**src/rtl/sssd_pkg.sv**
```systemverilog
// Package with the item types, mode codes and glyph table of the seven-segment scan driver.
package sssd_pkg;

	localparam int SCAN_PERIOD = 40;
	localparam int COUNT_W = $clog2(SCAN_PERIOD + 1);
	localparam int NUM_DIGITS = 4;
	localparam int DIGIT_W = $clog2(NUM_DIGITS);
	localparam int CODE_W = 6;
	localparam int POINT_W = 3;
	localparam int SEG_W = 7;

	localparam logic [COUNT_W-1:0] DRIVE_D0 = COUNT_W'(1);
	localparam logic [COUNT_W-1:0] DRIVE_D1 = COUNT_W'(10);
	localparam logic [COUNT_W-1:0] DRIVE_D2 = COUNT_W'(20);
	localparam logic [COUNT_W-1:0] DRIVE_D3 = COUNT_W'(30);

	localparam logic [POINT_W-1:0] POINT_NONE = POINT_W'(5);

	localparam logic [CODE_W-1:0] CODE_ZERO = CODE_W'(0);
	localparam logic [CODE_W-1:0] CODE_ONE = CODE_W'(1);
	localparam logic [CODE_W-1:0] CODE_F = CODE_W'(15);
	localparam logic [CODE_W-1:0] CODE_U = CODE_W'(30);
	localparam logic [CODE_W-1:0] CODE_L = CODE_W'(31);
	localparam logic [CODE_W-1:0] CODE_N = CODE_W'(32);
	localparam logic [CODE_W-1:0] CODE_I = CODE_W'(33);

	typedef enum logic [1:0] {
		MODE_TICK     = 2'd0,
		MODE_LOAD     = 2'd1,
		MODE_INVALID  = 2'd2,
		MODE_OVERFLOW = 2'd3
	} mode_t;

	typedef struct packed {
		mode_t                    mode;
		logic [3:0][CODE_W-1:0]   codes;
		logic [POINT_W-1:0]       point;
	} item_t;

	typedef struct packed {
		logic [NUM_DIGITS-1:0] anode;
		logic [SEG_W-1:0]      segments;
		logic                  point;
	} result_t;

	// Bit 7 marks a defined code; bits 6..0 hold the active-low segment pattern.
	function automatic logic [7:0] glyph_lookup(input logic [CODE_W-1:0] code);
		logic [7:0] entry;
		unique case (code)
			6'd0:    entry = 8'hC0;
			6'd1:    entry = 8'hF9;
			6'd2:    entry = 8'hA4;
			6'd3:    entry = 8'hB0;
			6'd4:    entry = 8'h99;
			6'd5:    entry = 8'h92;
			6'd6:    entry = 8'h82;
			6'd7:    entry = 8'hF8;
			6'd8:    entry = 8'h80;
			6'd9:    entry = 8'h90;
			6'd10:   entry = 8'hA0;
			6'd11:   entry = 8'h83;
			6'd12:   entry = 8'hC6;
			6'd13:   entry = 8'hA1;
			6'd14:   entry = 8'h86;
			6'd15:   entry = 8'h8E;
			6'd30:   entry = 8'hE3;
			6'd31:   entry = 8'hC7;
			6'd32:   entry = 8'hAB;
			6'd33:   entry = 8'hA1;
			6'd34:   entry = 8'hBF;
			6'd35:   entry = 8'hFF;
			default: entry = 8'h00;
		endcase
		return entry;
	endfunction

endpackage

```
**src/rtl/sssd_state.sv**
```systemverilog
// Display state of the seven-segment scan driver and the next result it produces.
module sssd_state (
	input  logic             clk,
	input  logic             arst_n,
	input  logic             advance,
	input  sssd_pkg::item_t  item,
	output sssd_pkg::result_t result
);

	logic [sssd_pkg::COUNT_W-1:0]                     count_q;
	logic [3:0][sssd_pkg::CODE_W-1:0]                 glyph_q;
	logic [sssd_pkg::POINT_W-1:0]                     point_store_q;
	logic                                             invalid_q;
	logic                                             overflow_q;
	logic [sssd_pkg::NUM_DIGITS-1:0]                  anode_q;
	logic [sssd_pkg::SEG_W-1:0]                       seg_q;
	logic                                             point_q;

	logic                                             tick;
	logic                                             load_inv;
	logic                                             load_ovf;
	logic [3:0][sssd_pkg::CODE_W-1:0]                 glyph_eff;
	logic [sssd_pkg::POINT_W-1:0]                     point_eff;
	logic                                             drive;
	logic [sssd_pkg::DIGIT_W-1:0]                     digit;
	logic [7:0]                                       entry;
	logic [sssd_pkg::COUNT_W-1:0]                     count_next;

	assign tick = (item.mode == sssd_pkg::MODE_TICK);
	assign load_inv = tick && invalid_q;
	assign load_ovf = tick && !invalid_q && overflow_q;

	always_comb begin
		glyph_eff = glyph_q;
		point_eff = point_store_q;
		if (load_inv) begin
			glyph_eff = {sssd_pkg::CODE_ONE, sssd_pkg::CODE_N, sssd_pkg::CODE_U,
				sssd_pkg::CODE_I};
			point_eff = sssd_pkg::POINT_NONE;
		end else if (load_ovf) begin
			glyph_eff = {sssd_pkg::CODE_ZERO, sssd_pkg::CODE_U, sssd_pkg::CODE_F,
				sssd_pkg::CODE_L};
			point_eff = sssd_pkg::POINT_NONE;
		end
	end

	always_comb begin
		drive = tick;
		digit = '0;
		unique case (count_q)
			sssd_pkg::DRIVE_D0: digit = sssd_pkg::DIGIT_W'(0);
			sssd_pkg::DRIVE_D1: digit = sssd_pkg::DIGIT_W'(1);
			sssd_pkg::DRIVE_D2: digit = sssd_pkg::DIGIT_W'(2);
			sssd_pkg::DRIVE_D3: digit = sssd_pkg::DIGIT_W'(3);
			default:            drive = 1'b0;
		endcase
	end

	assign entry = sssd_pkg::glyph_lookup(glyph_eff[digit]);

	always_comb begin
		if (!drive && count_q >= sssd_pkg::COUNT_W'(sssd_pkg::SCAN_PERIOD)) begin
			count_next = sssd_pkg::COUNT_W'(1);
		end else begin
			count_next = count_q + sssd_pkg::COUNT_W'(1);
		end
	end

	always_comb begin
		result.anode = anode_q;
		result.segments = seg_q;
		result.point = point_q;
		if (drive) begin
			result.anode = sssd_pkg::NUM_DIGITS'(1) << digit;
			result.point = (point_eff != sssd_pkg::POINT_W'(digit));
			if (entry[7]) begin
				result.segments = entry[sssd_pkg::SEG_W-1:0];
			end
		end
	end

	always_ff @(posedge clk or negedge arst_n) begin
		if (!arst_n) begin
			count_q <= '0;
			glyph_q <= '0;
			point_store_q <= '0;
			invalid_q <= 1'b0;
			overflow_q <= 1'b0;
			anode_q <= '0;
			seg_q <= '0;
			point_q <= 1'b0;
		end else if (advance) begin
			unique case (item.mode)
				sssd_pkg::MODE_LOAD: begin
					glyph_q <= item.codes;
					point_store_q <= item.point;
				end
				sssd_pkg::MODE_INVALID: begin
					invalid_q <= 1'b1;
				end
				sssd_pkg::MODE_OVERFLOW: begin
					overflow_q <= 1'b1;
				end
				sssd_pkg::MODE_TICK: begin
					glyph_q <= glyph_eff;
					point_store_q <= point_eff;
					if (load_inv) begin
						invalid_q <= 1'b0;
					end
					if (load_ovf) begin
						overflow_q <= 1'b0;
					end
					count_q <= count_next;
					anode_q <= result.anode;
					seg_q <= result.segments;
					point_q <= result.point;
				end
				default: begin
				end
			endcase
		end
	end

endmodule

```
**src/rtl/seven_segment_scan_driver.sv**
```systemverilog
// Top level of the seven-segment scan driver: input register, display state and result register.
//
// Each accepted item gives exactly one result item once the output side is ready, and a new item
// can be taken every clock while the output side does not stall. The input register and the
// result register lie on the path; the scan counter, the message load and the glyph table
// lookup all sit in the single logic step between them. A scan tick (tuser 0) advances the counter,
// which drives digits 0 to 3 at counts 1, 10, 20 and 30 of a 40-count refresh cycle; the
// result shows the held anode, segment and point lines after the item is applied.
module seven_segment_scan_driver (
	input  logic        clk,
	input  logic        arst_n,
	input  logic        s_tvalid,
	output logic        s_tready,
	// code_digit0[5:0], code_digit1[11:6], code_digit2[17:12], code_digit3[23:18],
	// point_position[26:24], zero fill [31:27]
	input  logic [31:0] s_tdata,
	// mode[1:0]
	input  logic [1:0]  s_tuser,
	output logic        m_tvalid,
	input  logic        m_tready,
	// anode_select[3:0], segment_lines[10:4], point_line[11], zero fill [15:12]
	output logic [15:0] m_tdata
);

	logic               valid_s1;
	sssd_pkg::item_t    item_s1;
	logic               valid_s2;
	sssd_pkg::result_t  result_s2;
	sssd_pkg::result_t  result_next;
	logic               out_free;
	logic               advance;

	assign out_free = !valid_s2 || m_tready;
	assign advance = valid_s1 && out_free;
	assign s_tready = !valid_s1 || out_free;

	always_ff @(posedge clk or negedge arst_n) begin
		if (!arst_n) begin
			valid_s1 <= 1'b0;
		end else if (s_tready) begin
			valid_s1 <= s_tvalid;
		end
	end

	always_ff @(posedge clk) begin
		if (s_tready && s_tvalid) begin
			item_s1.mode <= sssd_pkg::mode_t'(s_tuser);
			item_s1.codes[0] <= s_tdata[5:0];
			item_s1.codes[1] <= s_tdata[11:6];
			item_s1.codes[2] <= s_tdata[17:12];
			item_s1.codes[3] <= s_tdata[23:18];
			item_s1.point <= s_tdata[26:24];
		end
	end

	sssd_state u_state (
		.clk    (clk),
		.arst_n (arst_n),
		.advance(advance),
		.item   (item_s1),
		.result (result_next)
	);

	always_ff @(posedge clk or negedge arst_n) begin
		if (!arst_n) begin
			valid_s2 <= 1'b0;
		end else if (out_free) begin
			valid_s2 <= valid_s1;
		end
	end

	always_ff @(posedge clk) begin
		if (advance) begin
			result_s2 <= result_next;
		end
	end

	assign m_tvalid = valid_s2;
	assign m_tdata = {4'b0000, result_s2.point, result_s2.segments, result_s2.anode};

`ifndef SYNTHESIS
	a_anode_onehot: assert property (@(posedge clk) disable iff (!arst_n)
		m_tvalid |-> $onehot0(m_tdata[3:0]))
		else $error("anode select is not one-hot");

	a_stall_holds_item: assert property (@(posedge clk) disable iff (!arst_n)
		(valid_s1 && !out_free) |=> (valid_s1 && $stable(item_s1)))
		else $error("stalled item changed in the input register");

	a_drain_empties: assert property (@(posedge clk) disable iff (!arst_n)
		(m_tvalid && m_tready && !valid_s1) |=> !m_tvalid)
		else $error("result repeated after it was taken");

	a_fill_shows: assert property (@(posedge clk) disable iff (!arst_n)
		advance |=> m_tvalid)
		else $error("advanced item did not reach the output");
`endif

endmodule

```
**config.mk**
```make
export PLATFORM = sky130hd
export DESIGN_NAME = seven_segment_scan_driver
export DESIGN_NICKNAME = d
export VERILOG_FILES = /design/src/rtl/sssd_pkg.sv /design/src/rtl/sssd_state.sv /design/src/rtl/seven_segment_scan_driver.sv
export SDC_FILE = /design/constraint.sdc
export NUM_CORES = 1
export LEC_CHECK = 0
export BUFFER_PORTS_ARGS = -buffer_cell sky130_fd_sc_hd__buf_2
export CAP_MARGIN = 40
export CORE_ASPECT_RATIO = 0.9
export CORE_MARGIN = 1
export CORE_UTILIZATION = 35
export DETAILED_ROUTE_END_ITERATION = 10
export SETUP_SLACK_MARGIN = 0.1
export SYNTH_ARGS = -nofsm -noshare
export SYNTH_HDL_FRONTEND = slang
export SYNTH_SLANG_ARGS = --single-unit
export TNS_END_PERCENT = 5
```
**constraint.sdc**
```tcl
create_clock -name clk -period 3.4 [get_ports clk]
set_clock_uncertainty 0.1 [all_clocks]
set_input_delay 0.17 -clock clk [delete_from_list [all_inputs] [get_ports clk]]
set_output_delay 0.17 -clock clk [all_outputs]
set_load 0.01 [all_outputs]
```
==> flow_summary.yaml <==
layout:
  antenna_cells: 0
  area_growth_pct: 23.5
  layout-drive-gt1-share_pct: 23.7
  nets: 517
  fin_util_pct: 44.9
synthesis:
  ys_warn_count: 0
  seq_area_frac_synth_pct: 55.5
  synth_common_cells: "49 x dfrtp_1, 41 x edfxtp_1, 33 x nor2_1"
  yosysMostFrequentCell: "dfrtp_1"
  synth-edff-count: 41
  synth-seq-cells: 90
  yosysTopAreaCell: "edfxtp_1"
  syn_area_mm2: 0.00443
  yosys-top-cells-area: "edfxtp_1 28%, dfrtp_1 28%, ha_1 3.1%"
  synth_top_area_share_pct: 27.8
  avgSynthCellArea_um2: 11.6
  synthFlopType: "dfrtp_1"
  yosysUniqueCellTypes: 65
  async_flop_share_pct: 54.4
  syn_inst: 381
worst_setup_path:
  slowest_delay_ns: 0.58
  r2r_cells: 12
  reg2reg_to: "m_tdata[8]"
  start_kind: "flop"
  critPathArrivalTime_ns: 3.13
  crit_type: "flop to flop"
  rrSetupSlack_ns: 0.25
  critPathTopFamily: "compound AO/OA/AOI/OAI gates"
  cp-end-kind: "flop"
  reg2reg_from: "u_state.count_q[1]"
  path_cells: "ha_1 -> nand2_1 -> or4_4 -> a221oi_2 -> a21oi_2 -> buf_4 -> ha_2 -> inv_1 -> mux2i_1 -> a21oi_1 -> o21ai_2 -> o22a_1"
  required_ns: 3.39
  cp_slowest_cell: "or4_4"
  path_max_fanout: 8
  path_buf_inv: 2
clock_network:
  h-tree-depth: 3
  numCtsBuffers: 9
  clk_pin_slew_worst_paths_ns: 0.06
  tritoncts: "yes"
  cts_root_buf: "clkbuf_16"
  clk_latency_ns: 0.34
  cts.sinks: 90
  clock_path_buffers: 2
detailed_routing:
  wl_um: 9400
  detail_route.iter0.violations: 182
  vias: 3244
  avgViaCountPerCell: 5.12
  wl_per_cell_um: 14.9
  drtPass1Iterations: 4
  final_antenna_net_count: 0
  drcViolationCount: 0
sta:
  fin_tns_setup_ns: 0
  setup_viol: 0
  hold_viol: 0
  slew_headroom_pct: 37.2
  rsz0062_at_grt: "true"
  fin_crit_ns: 3.15
  fin_ws_ns: 0.255
  finalCritPeriodShare_pct: 92.5
  final_max_slew_viol_count: 0
  max_slew.worst_pin.slew_ns: 0.934
  fmax_mhz: 318
hold_path:
  holdPathStages: 3
  worstHoldPathType: "input port to flop"
  hold_start: "m_tready"
  hold-path-endpoint: "m_tvalid"
flow_run:
  cap_violations: 0
grt:
  gr-total-overflow: 0
  track_usage_pct: 15.6
  antenna_found_initial: 0
  grtUsageMet1_pct: 20.5
  grt_max_degree: 30
  grt_use_met2_pct: 25.6
  grt_pass1_wl_um: 15800
  grt_util_met3_pct: 3.56
  grt-busiest-layer: "met2"
  grt_pass1_vias: 3220
floorplanning:
  core_mm2: 0.0122
  io_pins: 56
  die_y_um: 109
  rows: 38
  die_w_um: 121
  dieArea_mm2: 0.0131
  start_util_pct: 36.4
power_and_ir_drop:
  ir_drop_mv: 0.262
  leakagePower_nw: 2.22
  p_per_area_mw_per_mm2: 605
placed_design:
  hpwlAfterDp_um: 6820
  portBuffers: 46
  pre_cts_ws_ns: 0.242
  gp_congestion: 0.850
outcome:
  status: "finished, final reports clean"
==> flip-flops by register name (all words and copies together) (netlist names) <==
register	count
item_s1	29
u_state.glyph_q	24
m_tdata	12
u_state.seg_q	7
u_state.count_q	6
u_state.anode_q	4
u_state.point_store_q	3
m_tvalid	1
u_state.invalid_q	1
u_state.overflow_q	1
u_state.point_q	1
valid_s1	1
==> metal layers <==
metal,share of wire [%],up-vias
li1,-,1577
met1,47,1579
met2,48,82
met3,4.0,6
met4,0.74,0
met5,0,-
==> cells by family after synthesis <==
group	Yosys count	synth area share, %
DFF	90	55.5
other	1	0.0847
adders and majority gates	11	3.11
buffers and inverters	35	4.32
xor gates and xnor gates	4	0.792
and+or+nand+nor	101	12.5
muxes	15	3.79
AOI/OAI and AO/OA	124	19.9
==> cells in the final DEF (no fill, tap or decap), types with 10 or more instances in the layout <==
| cell type | instances |
|---|---|
| a21oi_1 | 27 |
| a22o_1 | 12 |
| buf_2 | 46 |
| buf_4 | 17 |
| dfrtp_1 | 49 |
| dlygate4sd3_1 | 31 |
| edfxtp_1 | 41 |
| ha_1 | 10 |
| inv_1 | 13 |
| nand2_1 | 17 |
| nand2b_1 | 11 |
| nor2_1 | 32 |
| o21ai_0 | 24 |
| o22a_1 | 12 |
==> power breakdown <==
group          total [mW]  switching [mW]  internal (mW)
combinational       0.930           0.517          0.413
sequential           1.47           0.133           1.34
clock               0.904           0.407          0.497
==> worst max-delay path by stage <==
stage | from | end | slack (ns) | depth (start not counted)
2_1_floorplan | u_state.count_q[0] | m_tdata[7] | 0.32 | 12
3_3_place_gp | u_state.count_q[0] | m_tdata[5] | 0.27 | 10
3_5_place_dp | u_state.count_q[1] | m_tdata[5] | 0.24 | 9
4_1_cts | u_state.count_q[1] | m_tdata[6] | 0.21 | 11
5_1_grt | u_state.count_q[0] | m_tdata[8] | 0.07 | 13
6_report | u_state.count_q[1] | m_tdata[8] | 0.25 | 12
==> worst register-to-register path: stages, from the launching register on <==
cell and delay (ns):
dfrtp_1 0.43, ha_1 0.22, nand2_1 0.10, or4_4 0.58
a221oi_2 0.30, a21oi_2 0.11, buf_4 0.19, ha_2 0.22
inv_1 0.11, mux2i_1 0.08, a21oi_1 0.16, o21ai_2 0.09
o22a_1 0.19
==> area by class of cell <==
cell class                      instances  area (µm²)
Clock inverter                          6        42.5
Sequential cell                        90        2460
Multi-Input combinational cell        259        1800
Fill cell                            1164        6700
Inverter                               13        48.8
Tap cell                              160         200
Timing Repair Buffer                   95         688
Clock buffer                           10         229
==> per-stage QoR <==
| stage | cell area, µm² | total power [mW] | hold WS, ns | instances |
|---|---|---|---|---|
| finish | 5470 | 3.31 | 0.0226 | 633 |
| global route | 5470 | 3.51 | 0.0554 | 633 |
| CTS | 5430 | 3.33 | 0.0162 | 630 |
| detailed placement | 4850 | 2.38 | 0.100 | 583 |
| global placement | 4830 | 2.34 | 0.246 | 582 |
| floorplan | 4440 | 2.13 | -0.226 | 384 |
==> timing repair <==
item,CTS,global route
resized for setup,0,5
setup buffers,0,3
hold buffers,31,0
hold endpoints to repair,53,0
endpoints found under the setup margin,0,7
No activity file was read; power rests on OpenSTA's default activity.
